### src/hw/rtl/fcf_pkg.sv
// shared constants and types for the fir convolution filter
package fcf_pkg;

   localparam int DEFAULT_MAX_TAPS     = 128;
   localparam int DEFAULT_SAMPLE_WIDTH = 16;
   localparam int TAP_INDEX_WIDTH      = 7;
   localparam int TAP_COUNT_WIDTH      = 8;
   localparam int ACC_WIDTH            = 64;

   localparam logic [TAP_COUNT_WIDTH-1:0] TAP_COUNT_RESET = 8'd101;

   localparam logic KIND_COEF   = 1'b0;
   localparam logic KIND_SAMPLE = 1'b1;

   typedef logic [ACC_WIDTH-1:0] acc_type;

endpackage

### src/hw/rtl/fcf_if.sv
// request and response channel interfaces of the fir convolution filter
interface fcf_req_if #(
   parameter int SAMPLE_WIDTH = fcf_pkg::DEFAULT_SAMPLE_WIDTH
);
   import fcf_pkg::*;

   logic                              valid;
   logic                              ready;
   logic                              kind;
   logic [TAP_INDEX_WIDTH-1:0]        tap_index;
   logic signed [SAMPLE_WIDTH-1:0]    value;

   modport source (output valid, output kind, output tap_index, output value, input ready);
   modport sink   (input valid, input kind, input tap_index, input value, output ready);
endinterface

interface fcf_rsp_if #(
   parameter int SAMPLE_WIDTH = fcf_pkg::DEFAULT_SAMPLE_WIDTH
);
   logic                              valid;
   logic                              ready;
   logic signed [SAMPLE_WIDTH-1:0]    filtered_sample;
   logic                              saturated;

   modport source (output valid, output filtered_sample, output saturated, input ready);
   modport sink   (input valid, input filtered_sample, input saturated, output ready);
endinterface

### src/hw/rtl/fcf_ram.sv
// generic single-port-write, single-port-read ram with registered read
module fcf_ram #(
   parameter int WIDTH = fcf_pkg::DEFAULT_SAMPLE_WIDTH,
   parameter int DEPTH = fcf_pkg::DEFAULT_MAX_TAPS
) (
   input  logic                     clock,
   input  logic                     wr_en,
   input  logic [$clog2(DEPTH)-1:0] wr_addr,
   input  logic [WIDTH-1:0]         wr_data,
   input  logic [$clog2(DEPTH)-1:0] rd_addr,
   output logic [WIDTH-1:0]         rd_data
);
   logic [WIDTH-1:0] mem_ff [DEPTH];
   logic [WIDTH-1:0] rd_data_ff;

   always_ff @(posedge clock) begin
      if (wr_en) begin
         mem_ff[wr_addr] <= wr_data;
      end
      rd_data_ff <= mem_ff[rd_addr];
   end

   assign rd_data = rd_data_ff;
endmodule

### src/hw/rtl/fir_convolution_filter_unit.sv
// Direct-form FIR filter with a loadable coefficient store and a sample history ram.
// A coefficient item (kind 0) is written to the coefficient ram and gives no result.
// A sample item (kind 1) is written into the history ram, then one shared multiplier
// walks the configured taps, one tap per cycle, reading one coefficient and one
// history entry per cycle. Products are summed in a 64-bit accumulator, rounded half
// up to Q1.15 and saturated, with saturated set when clipping occurs. History entries
// not yet filled since reset count as zero through a fill count, so no clearing pass
// is needed. The tap count register value is clamped to 1 .. MAX_TAPS when a sample
// is taken, and a coefficient index beyond the store is ignored. The next item may be
// accepted while the previous result waits on the response channel.
module fir_convolution_filter_unit #(
   parameter int MAX_TAPS     = fcf_pkg::DEFAULT_MAX_TAPS,
   parameter int SAMPLE_WIDTH = fcf_pkg::DEFAULT_SAMPLE_WIDTH
) (
   input  logic                                  clock,
   input  logic                                  reset,
   input  logic                                  csr_wr_en,
   input  logic [fcf_pkg::TAP_COUNT_WIDTH-1:0]   csr_wr_data,
   fcf_req_if.sink                               req_chan,
   fcf_rsp_if.source                             rsp_chan
);
   import fcf_pkg::*;

   localparam int AW   = $clog2(MAX_TAPS);
   localparam int CW   = $clog2(MAX_TAPS + 1);
   localparam int SW   = SAMPLE_WIDTH;
   localparam int PW   = 2 * SAMPLE_WIDTH;
   localparam int FRAC = SAMPLE_WIDTH - 1;

   localparam acc_type ROUND_HALF = acc_type'(1) << (FRAC - 1);

   localparam logic [2:0] S_IDLE  = 3'd0;
   localparam logic [2:0] S_MAC   = 3'd1;
   localparam logic [2:0] S_WAIT  = 3'd2;
   localparam logic [2:0] S_ROUND = 3'd3;
   localparam logic [2:0] S_OUT   = 3'd4;

   // control registers
   logic [2:0]                 state_ff, state_in;
   logic [TAP_COUNT_WIDTH-1:0] tap_count_ff, tap_count_in;
   logic [AW-1:0]              ptr_ff, ptr_in;
   logic [CW-1:0]              fill_ff, fill_in;
   logic [CW-1:0]              taps_ff, taps_in;
   logic [CW-1:0]              k_ff, k_in;
   logic [AW-1:0]              slot_ff, slot_in;
   logic                       rd_vld_ff, rd_vld_in;
   logic                       rd_last_ff, rd_last_in;
   logic                       prod_vld_ff, prod_vld_in;
   logic                       prod_last_ff, prod_last_in;
   logic                       rsp_valid_ff, rsp_valid_in;

   // payload registers
   logic                       rd_zero_ff, rd_zero_in;
   logic signed [PW-1:0]       prod_ff, prod_in;
   acc_type                    acc_ff, acc_in;
   logic [SW-1:0]              rsp_sample_ff, rsp_sample_in;
   logic                       rsp_sat_ff, rsp_sat_in;

   logic                       req_accept;
   logic                       sample_accept;
   logic                       coef_write;
   logic [AW-1:0]              ptr_next;
   logic [AW-1:0]              slot_dec;
   logic                       last_issue;
   logic [31:0]                cnt_wide;
   logic [CW-1:0]              taps_clamp;
   logic [SW-1:0]              coef_rd;
   logic [SW-1:0]              hist_rd;
   logic signed [PW-1:0]       mul;
   logic signed [ACC_WIDTH-1:0] shifted;
   logic                       sat_hi;
   logic                       sat_lo;

   assign req_chan.ready          = (state_ff == S_IDLE);
   assign rsp_chan.valid          = rsp_valid_ff;
   assign rsp_chan.filtered_sample = rsp_sample_ff;
   assign rsp_chan.saturated      = rsp_sat_ff;

   assign req_accept    = req_chan.valid && req_chan.ready;
   assign sample_accept = req_accept && (req_chan.kind == KIND_SAMPLE);
   assign coef_write    = req_accept && (req_chan.kind == KIND_COEF)
                          && (32'(req_chan.tap_index) < 32'(MAX_TAPS));

   assign ptr_next   = (ptr_ff == AW'(MAX_TAPS - 1)) ? '0 : ptr_ff + AW'(1);
   assign slot_dec   = (slot_ff == '0) ? AW'(MAX_TAPS - 1) : slot_ff - AW'(1);
   assign last_issue = (state_ff == S_MAC) && (k_ff == taps_ff - CW'(1));

   assign mul     = $signed(coef_rd) * $signed(hist_rd);
   assign shifted = $signed(acc_ff) >>> FRAC;
   assign sat_hi  = !shifted[ACC_WIDTH-1] && (|shifted[ACC_WIDTH-2:SW-1]);
   assign sat_lo  = shifted[ACC_WIDTH-1] && !(&shifted[ACC_WIDTH-2:SW-1]);

   always_comb begin
      cnt_wide = 32'(tap_count_ff);
      if (cnt_wide == 32'd0) begin
         taps_clamp = CW'(1);
      end else if (cnt_wide > 32'(MAX_TAPS)) begin
         taps_clamp = CW'(MAX_TAPS);
      end else begin
         taps_clamp = CW'(cnt_wide);
      end
   end

   fcf_ram #(.WIDTH(SW), .DEPTH(MAX_TAPS)) u_coef_ram (
      .clock   (clock),
      .wr_en   (coef_write),
      .wr_addr (AW'(req_chan.tap_index)),
      .wr_data (req_chan.value),
      .rd_addr (k_ff[AW-1:0]),
      .rd_data (coef_rd)
   );

   fcf_ram #(.WIDTH(SW), .DEPTH(MAX_TAPS)) u_hist_ram (
      .clock   (clock),
      .wr_en   (sample_accept),
      .wr_addr (ptr_next),
      .wr_data (req_chan.value),
      .rd_addr (slot_ff),
      .rd_data (hist_rd)
   );

   always_comb begin
      state_in      = state_ff;
      tap_count_in  = csr_wr_en ? csr_wr_data : tap_count_ff;
      ptr_in        = ptr_ff;
      fill_in       = fill_ff;
      taps_in       = taps_ff;
      k_in          = k_ff;
      slot_in       = slot_ff;
      rd_vld_in     = (state_ff == S_MAC);
      rd_last_in    = last_issue;
      rd_zero_in    = (k_ff >= fill_ff);
      prod_vld_in   = rd_vld_ff;
      prod_last_in  = rd_last_ff;
      prod_in       = rd_zero_ff ? '0 : mul;
      acc_in        = acc_ff;
      rsp_valid_in  = rsp_valid_ff && !rsp_chan.ready;
      rsp_sample_in = rsp_sample_ff;
      rsp_sat_in    = rsp_sat_ff;

      case (state_ff)
         S_IDLE: begin
            if (sample_accept) begin
               state_in = S_MAC;
               ptr_in   = ptr_next;
               slot_in  = ptr_next;
               fill_in  = (fill_ff == CW'(MAX_TAPS)) ? fill_ff : fill_ff + CW'(1);
               taps_in  = taps_clamp;
               k_in     = '0;
               acc_in   = '0;
            end
         end
         S_MAC: begin
            k_in    = k_ff + CW'(1);
            slot_in = slot_dec;
            if (last_issue) begin
               state_in = S_WAIT;
            end
         end
         S_WAIT: begin
            if (prod_vld_ff) begin
               acc_in = acc_ff + ACC_WIDTH'(prod_ff);
               if (prod_last_ff) begin
                  state_in = S_ROUND;
               end
            end
         end
         S_ROUND: begin
            acc_in   = acc_ff + ROUND_HALF;
            state_in = S_OUT;
         end
         S_OUT: begin
            if (!rsp_valid_ff || rsp_chan.ready) begin
               rsp_valid_in = 1'b1;
               rsp_sat_in   = sat_hi || sat_lo;
               if (sat_hi) begin
                  rsp_sample_in = {1'b0, {(SW - 1){1'b1}}};
               end else if (sat_lo) begin
                  rsp_sample_in = {1'b1, {(SW - 1){1'b0}}};
               end else begin
                  rsp_sample_in = shifted[SW-1:0];
               end
               state_in = S_IDLE;
            end
         end
         default: begin
            state_in = S_IDLE;
         end
      endcase

      // products still in flight while issuing
      if (state_ff == S_MAC && prod_vld_ff) begin
         acc_in = acc_ff + ACC_WIDTH'(prod_ff);
      end
   end

   always_ff @(posedge clock) begin
      if (reset) begin
         state_ff     <= S_IDLE;
         tap_count_ff <= TAP_COUNT_RESET;
         ptr_ff       <= '0;
         fill_ff      <= '0;
         taps_ff      <= CW'(1);
         k_ff         <= '0;
         slot_ff      <= '0;
         rd_vld_ff    <= 1'b0;
         rd_last_ff   <= 1'b0;
         prod_vld_ff  <= 1'b0;
         prod_last_ff <= 1'b0;
         rsp_valid_ff <= 1'b0;
      end else begin
         state_ff     <= state_in;
         tap_count_ff <= tap_count_in;
         ptr_ff       <= ptr_in;
         fill_ff      <= fill_in;
         taps_ff      <= taps_in;
         k_ff         <= k_in;
         slot_ff      <= slot_in;
         rd_vld_ff    <= rd_vld_in;
         rd_last_ff   <= rd_last_in;
         prod_vld_ff  <= prod_vld_in;
         prod_last_ff <= prod_last_in;
         rsp_valid_ff <= rsp_valid_in;
      end
   end

   always_ff @(posedge clock) begin
      rd_zero_ff    <= rd_zero_in;
      prod_ff       <= prod_in;
      acc_ff        <= acc_in;
      rsp_sample_ff <= rsp_sample_in;
      rsp_sat_ff    <= rsp_sat_in;
   end
endmodule

### src/flat_wrapper.sv
// flat-port wrapper written by rule: the top's interface ports become plain ports
module fir_convolution_filter_unit_flat import fcf_pkg::*;
#(
   parameter int MAX_TAPS     = fcf_pkg::DEFAULT_MAX_TAPS,
   parameter int SAMPLE_WIDTH = fcf_pkg::DEFAULT_SAMPLE_WIDTH
)
  (clock, reset, csr_wr_en, csr_wr_data, req_chan_valid, req_chan_kind, req_chan_tap_index, req_chan_value, req_chan_ready, rsp_chan_valid, rsp_chan_filtered_sample, rsp_chan_saturated, rsp_chan_ready);
  fcf_req_if #(.SAMPLE_WIDTH(SAMPLE_WIDTH)) req_chan_i ();
  fcf_rsp_if #(.SAMPLE_WIDTH(SAMPLE_WIDTH)) rsp_chan_i ();
  input  logic clock;
  input  logic reset;
  input  logic csr_wr_en;
  input  logic [fcf_pkg::TAP_COUNT_WIDTH-1:0] csr_wr_data;
  input wire logic [$bits(req_chan_i.valid)-1:0] req_chan_valid;
  input wire logic [$bits(req_chan_i.kind)-1:0] req_chan_kind;
  input wire logic [$bits(req_chan_i.tap_index)-1:0] req_chan_tap_index;
  input wire logic [$bits(req_chan_i.value)-1:0] req_chan_value;
  output wire logic [$bits(req_chan_i.ready)-1:0] req_chan_ready;
  output wire logic [$bits(rsp_chan_i.valid)-1:0] rsp_chan_valid;
  output wire logic [$bits(rsp_chan_i.filtered_sample)-1:0] rsp_chan_filtered_sample;
  output wire logic [$bits(rsp_chan_i.saturated)-1:0] rsp_chan_saturated;
  input wire logic [$bits(rsp_chan_i.ready)-1:0] rsp_chan_ready;
  assign req_chan_i.valid = req_chan_valid;
  assign req_chan_i.kind = req_chan_kind;
  assign req_chan_i.tap_index = req_chan_tap_index;
  assign req_chan_i.value = req_chan_value;
  assign req_chan_ready = req_chan_i.ready;
  assign rsp_chan_valid = rsp_chan_i.valid;
  assign rsp_chan_filtered_sample = rsp_chan_i.filtered_sample;
  assign rsp_chan_saturated = rsp_chan_i.saturated;
  assign rsp_chan_i.ready = rsp_chan_ready;
  fir_convolution_filter_unit #(.MAX_TAPS(MAX_TAPS), .SAMPLE_WIDTH(SAMPLE_WIDTH)) u_core (.clock(clock), .reset(reset), .csr_wr_en(csr_wr_en), .csr_wr_data(csr_wr_data), .req_chan(req_chan_i), .rsp_chan(rsp_chan_i));
endmodule
### config.mk
export PLATFORM = sky130hd
export DESIGN_NAME = fir_convolution_filter_unit_flat
export DESIGN_NICKNAME = d
export VERILOG_FILES = /design/src/hw/rtl/fcf_pkg.sv /design/src/hw/rtl/fcf_if.sv /design/src/hw/rtl/fcf_ram.sv /design/src/hw/rtl/fir_convolution_filter_unit.sv /design/src/flat_wrapper.sv
export SDC_FILE = /design/constraint.sdc
export NUM_CORES = 2
export LEC_CHECK = 0
export ABC_CLOCK_PERIOD_IN_PS = 18400
export BUFFER_PORTS_ARGS = -buffer_cell sky130_fd_sc_hd__buf_2
export CAP_MARGIN = 10
export CELL_PAD_IN_SITES_DETAIL_PLACEMENT = 1
export CELL_PAD_IN_SITES_GLOBAL_PLACEMENT = 1
export CORE_UTILIZATION = 31
export CTS_BUF_LIST = sky130_fd_sc_hd__clkbuf_4 sky130_fd_sc_hd__clkbuf_8
export CTS_CLUSTER_SIZE = 16
export DETAILED_ROUTE_END_ITERATION = 12
export PLACE_DENSITY_LB_ADDON = 0.1
export SYNTH_ARGS = -nofsm -noshare
export SYNTH_HDL_FRONTEND = slang
export SYNTH_SLANG_ARGS = --single-unit
### constraint.sdc
create_clock -name clock -period 18.4 [get_ports clock]
set_clock_uncertainty 0.1 [all_clocks]
set_input_delay 2.76 -clock clock [delete_from_list [all_inputs] [get_ports clock]]
set_output_delay 2.76 -clock clock [all_outputs]
set_load 0.03 [all_outputs]
==> results.yml <==
timing:
  setup-violations-final: 0
  accumulated_negative_setup_slack_ns: 0
  fmaxAchievable_mhz: 148
  final.min_clock_period_ns: 6.75
  finalHoldViolCount: 0
  timing.final.ws_setup_ns: 11.65
  total_count_of_max_transition_violations_in_the_final_report: 0
  worst_slew_margin_rel: 0.181
  unrepaired_setup_endpoints_after_global_routing: "false"
  layout_worst_path_cycle_share: 0.367
  worst_pin_slew_ns: 1.23
global_route:
  grt_max_degree: 161
  grt_first_pass_wirelength_mm: 751
  vias_in_the_first_global_route: 95900
  global_route.usage.total: 0.182
  grt_antenna_before_repair: 57
  grt_overflow_total: 0
logic_synthesis:
  dominantRegCellSynth: "sky130_fd_sc_hd__edfxtp_1"
  synth_cell_types: 77
  ys_warn_count: 0
  synth.net_count: 9102
  yosysSeqAreaShare: 0.718
  synth_enable_flop_cells: 4177
  mappedNetlistArea_um2: 178000
  synthesis.area_per_instance_um2: 20.6
  ys_ff_latch: 4296
  async_reset_ff_frac: 0
  synth_cells: 8641
finish:
  layout_commonest_cell: "sky130_fd_sc_hd__edfxtp_1"
  areaGrowthSynthToFinish_pct: 14.8
  drive_above_1_share: 0.308
  layout.nets: 9777
  most-common-layout-cells: "sky130_fd_sc_hd__edfxtp_1, sky130_fd_sc_hd__mux4_2, sky130_fd_sc_hd__clkbuf_8"
setup_path:
  critical-path-top-delay-family: "adder cells"
  regToRegStartpoint: "u_core.u_hist_ram.rd_data[2]"
  path_common_cell: "sky130_fd_sc_hd__fa_1"
  rr_worst_depth: 22
  worstSetupPathDepth: 22
  path_class: "reg -> reg"
  reg2reg_to: "u_core.prod_ff[30]"
  critical_path.slowest_cell: "sky130_fd_sc_hd__dfxtp_1"
  cp_num_buf_inv: 3
  critical_path.startpoint_type: "flip-flop"
  critical-path-max-stage-delay_ns: 0.80
  crit_path_cell_trace: "nand2_1, inv_1, fa_1, fa_1, fa_1, fa_1, fa_1, inv_1, fa_1, inv_1, ha_1, a21o_1, a21o_1, a21o_1, a21o_1, a21oi_1, o31a_1, o21bai_1, a211oi_1, o21ai_0, xnor2_1, nor2_1"
  cp_data_arrival_time_ns: 7.69
  critPathCaptureType: "flip-flop"
  ff2ff_setup_slack_ns: 11.65
  timing.critical_path.required_ns: 19.35
  worstPathMaxFanout: 16
clocking:
  worst_skew_pair.late_latency_ns: 1.28
  cts_repair_resize_count: 0
  cts_hold_buffers: 0
  clkSlewWorstSetupHoldPaths_ns: 0.06
  clock_sinks: 4296
  post_cts.repair.setup_buffers: 0
  cts-root-to-sink-buffers: 4
  cts-htree-levels: 6
  cts_root_buf: "sky130_fd_sc_hd__clkbuf_8"
  cts_buffers: 755
  tritoncts: "built"
drt:
  postRouteWirelength_mm: 534
  detail_route.vias_per_cell: 5.03
  drtAntennaViolNets: 0
  detailroute.via_count: 87900
  drt_pre_antenna_iters: 7
  drc: 0
  routed_wire_length_per_instance_um: 30.6
  first_iter_violations: 7331
die:
  boundaryPins: 56
  core_area_um2: 570000
  floorplan.die.width_um: 760
  floorplan.initialDensity: 0.312
  dieArea_um2: 577000
  dieHeight_um: 760
  row_count: 277
power_and_ir_drop:
  leakage_power_nw: 64.1
  power_per_cell_area_nw_per_um2: 177
  vdd_drop_max_mv: 0.955
  post-layout-total-power_w: 0.0362
outcome:
  outcome: "completed"
flow_run:
  max_cap_viol_count: 0
placement:
  placement.io_buffers: 55
  dp_hpwl_mm: 324
  place_worst_setup_slack_ns: 11.62
  place_congestion: 0.775
min_path:
  hold_depth: 1
  worst_hold_startpoint: "u_core.prod_vld_in"
  worstHoldEndpoint: "u_core.prod_vld_ff"
  class_of_the_tightest_hold_or_removal_check: "reg -> reg"
-- area by class of cell --
cell class                 count  area (µm²)
fill                       55500      366000
antenna                       17        42.5
multi-input combinational   3590       47900
tap                         7533        9430
timing repair buffer         345        2970
clock inverter               339        2360
clock buffer                1013       12500
inverter                     328        1230
sequential                  4296      128000
-- cell usage after synthesis (all sizes together), types with 4 or more instances --
| master | count | area (µm²) |
|---|---|---|
| o22ai | 53 | 332 |
| mux4 | 1306 | 29400 |
| edfxtp | 4177 | 125000 |
| o41ai | 6 | 71.3 |
| mux2i | 45 | 450 |
| a31oi | 18 | 113 |
| a21o | 64 | 480 |
| and2 | 141 | 882 |
| o21bai | 17 | 128 |
| or2 | 4 | 25.0 |
| a31o | 5 | 43.8 |
| nor3b | 5 | 37.5 |
| inv | 327 | 1230 |
| nand3b | 5 | 37.5 |
| o31a | 4 | 35.0 |
| o21ai | 73 | 365 |
| nand2 | 323 | 1210 |
| and3 | 22 | 138 |
| or3 | 6 | 37.5 |
| a211o | 8 | 70.1 |
| o221ai | 9 | 78.8 |
| ha | 161 | 2010 |
| mux2 | 28 | 315 |
| fa | 263 | 5270 |
| xnor2 | 81 | 709 |
| a22o | 5 | 43.8 |
| nand4 | 29 | 181 |
| nand3 | 75 | 375 |
| nor4 | 15 | 109 |
| a221oi | 8 | 76.3 |
| o21a | 6 | 45.0 |
| a22oi | 4 | 30.0 |
| xor2 | 82 | 718 |
| nor3 | 38 | 190 |
| o31ai | 14 | 133 |
| clkbuf | 271 | 1020 |
| a21oi | 138 | 694 |
| nor2b | 34 | 213 |
| buf | 156 | 671 |
| a211oi | 19 | 155 |
| dfxtp | 119 | 2380 |
| nor2 | 425 | 1600 |
| nand2b | 16 | 100 |
-- worst max-delay path by stage --
stage	start	end	slack (ns)
2_1_floorplan	req_chan_kind	u_core.acc_ff[14]	11.36
5_1_grt	u_core.u_coef_ram.rd_data[4]	u_core.prod_ff[30]	11.30
6_report	u_core.u_hist_ram.rd_data[2]	u_core.prod_ff[30]	11.65
3_3_place_gp	u_core.u_hist_ram.rd_data[1]	u_core.prod_ff[30]	11.61
4_1_cts	u_core.u_coef_ram.rd_data[4]	u_core.prod_ff[30]	11.62
3_5_place_dp	u_core.u_hist_ram.rd_data[1]	u_core.prod_ff[30]	11.62
-- report_power, final --
part	internal, W	total [W]	switching (W)
combinational	0.00651	0.0164	0.00993
sequential	0.0108	0.0110	0.000154
clock	0.00465	0.00876	0.00411
-- per-stage QoR --
stage | area, µm² | hold WS (ns) | instances | util
after global routing | 204000 | 0.360 | 17400 | 0.358
after CTS | 204000 | 0.341 | 17400 | 0.358
after floorplan | 178000 | 0.314 | 8641 | -
after global placement | 189000 | 0.318 | 16100 | 0.331
after detailed placement | 189000 | 0.328 | 16100 | 0.332
final | 204000 | 0.332 | 17500 | 0.358
-- layer usage --
layer	share of wire	wire, µm	global-route usage
met1	0.45	240000	0.256
met2	0.48	259000	0.301
met3	0.044	23200	0.0253
met4	0.021	11500	0.0399
met5	0.00011	59	0
-- registers in the layout, indices dropped and copies added (netlist names), 16 cells and up --
register	flops
u_core.acc_ff	64
u_core.prod_ff	32
u_core.u_coef_ram.rd_data	16
u_core.rsp_chan.filtered_sample	16
u_core.u_hist_ram.mem_ff	2048
u_core.u_hist_ram.rd_data	16
u_core.u_coef_ram.mem_ff	2048
-- kinds of logic after synthesis --
group | Yosys count | synth area share
buffers and inverters | 755 | 0.0164
AND/OR/NAND/NOR | 1146 | 0.0292
adder cells (fa/ha/maj) | 424 | 0.0409
flip-flops | 4296 | 0.718
AO/OA/AOI/OAI | 478 | 0.0177
XOR/XNOR | 163 | 0.00802
multiplexers | 1379 | 0.170
Power figures use the tool's default switching activity.
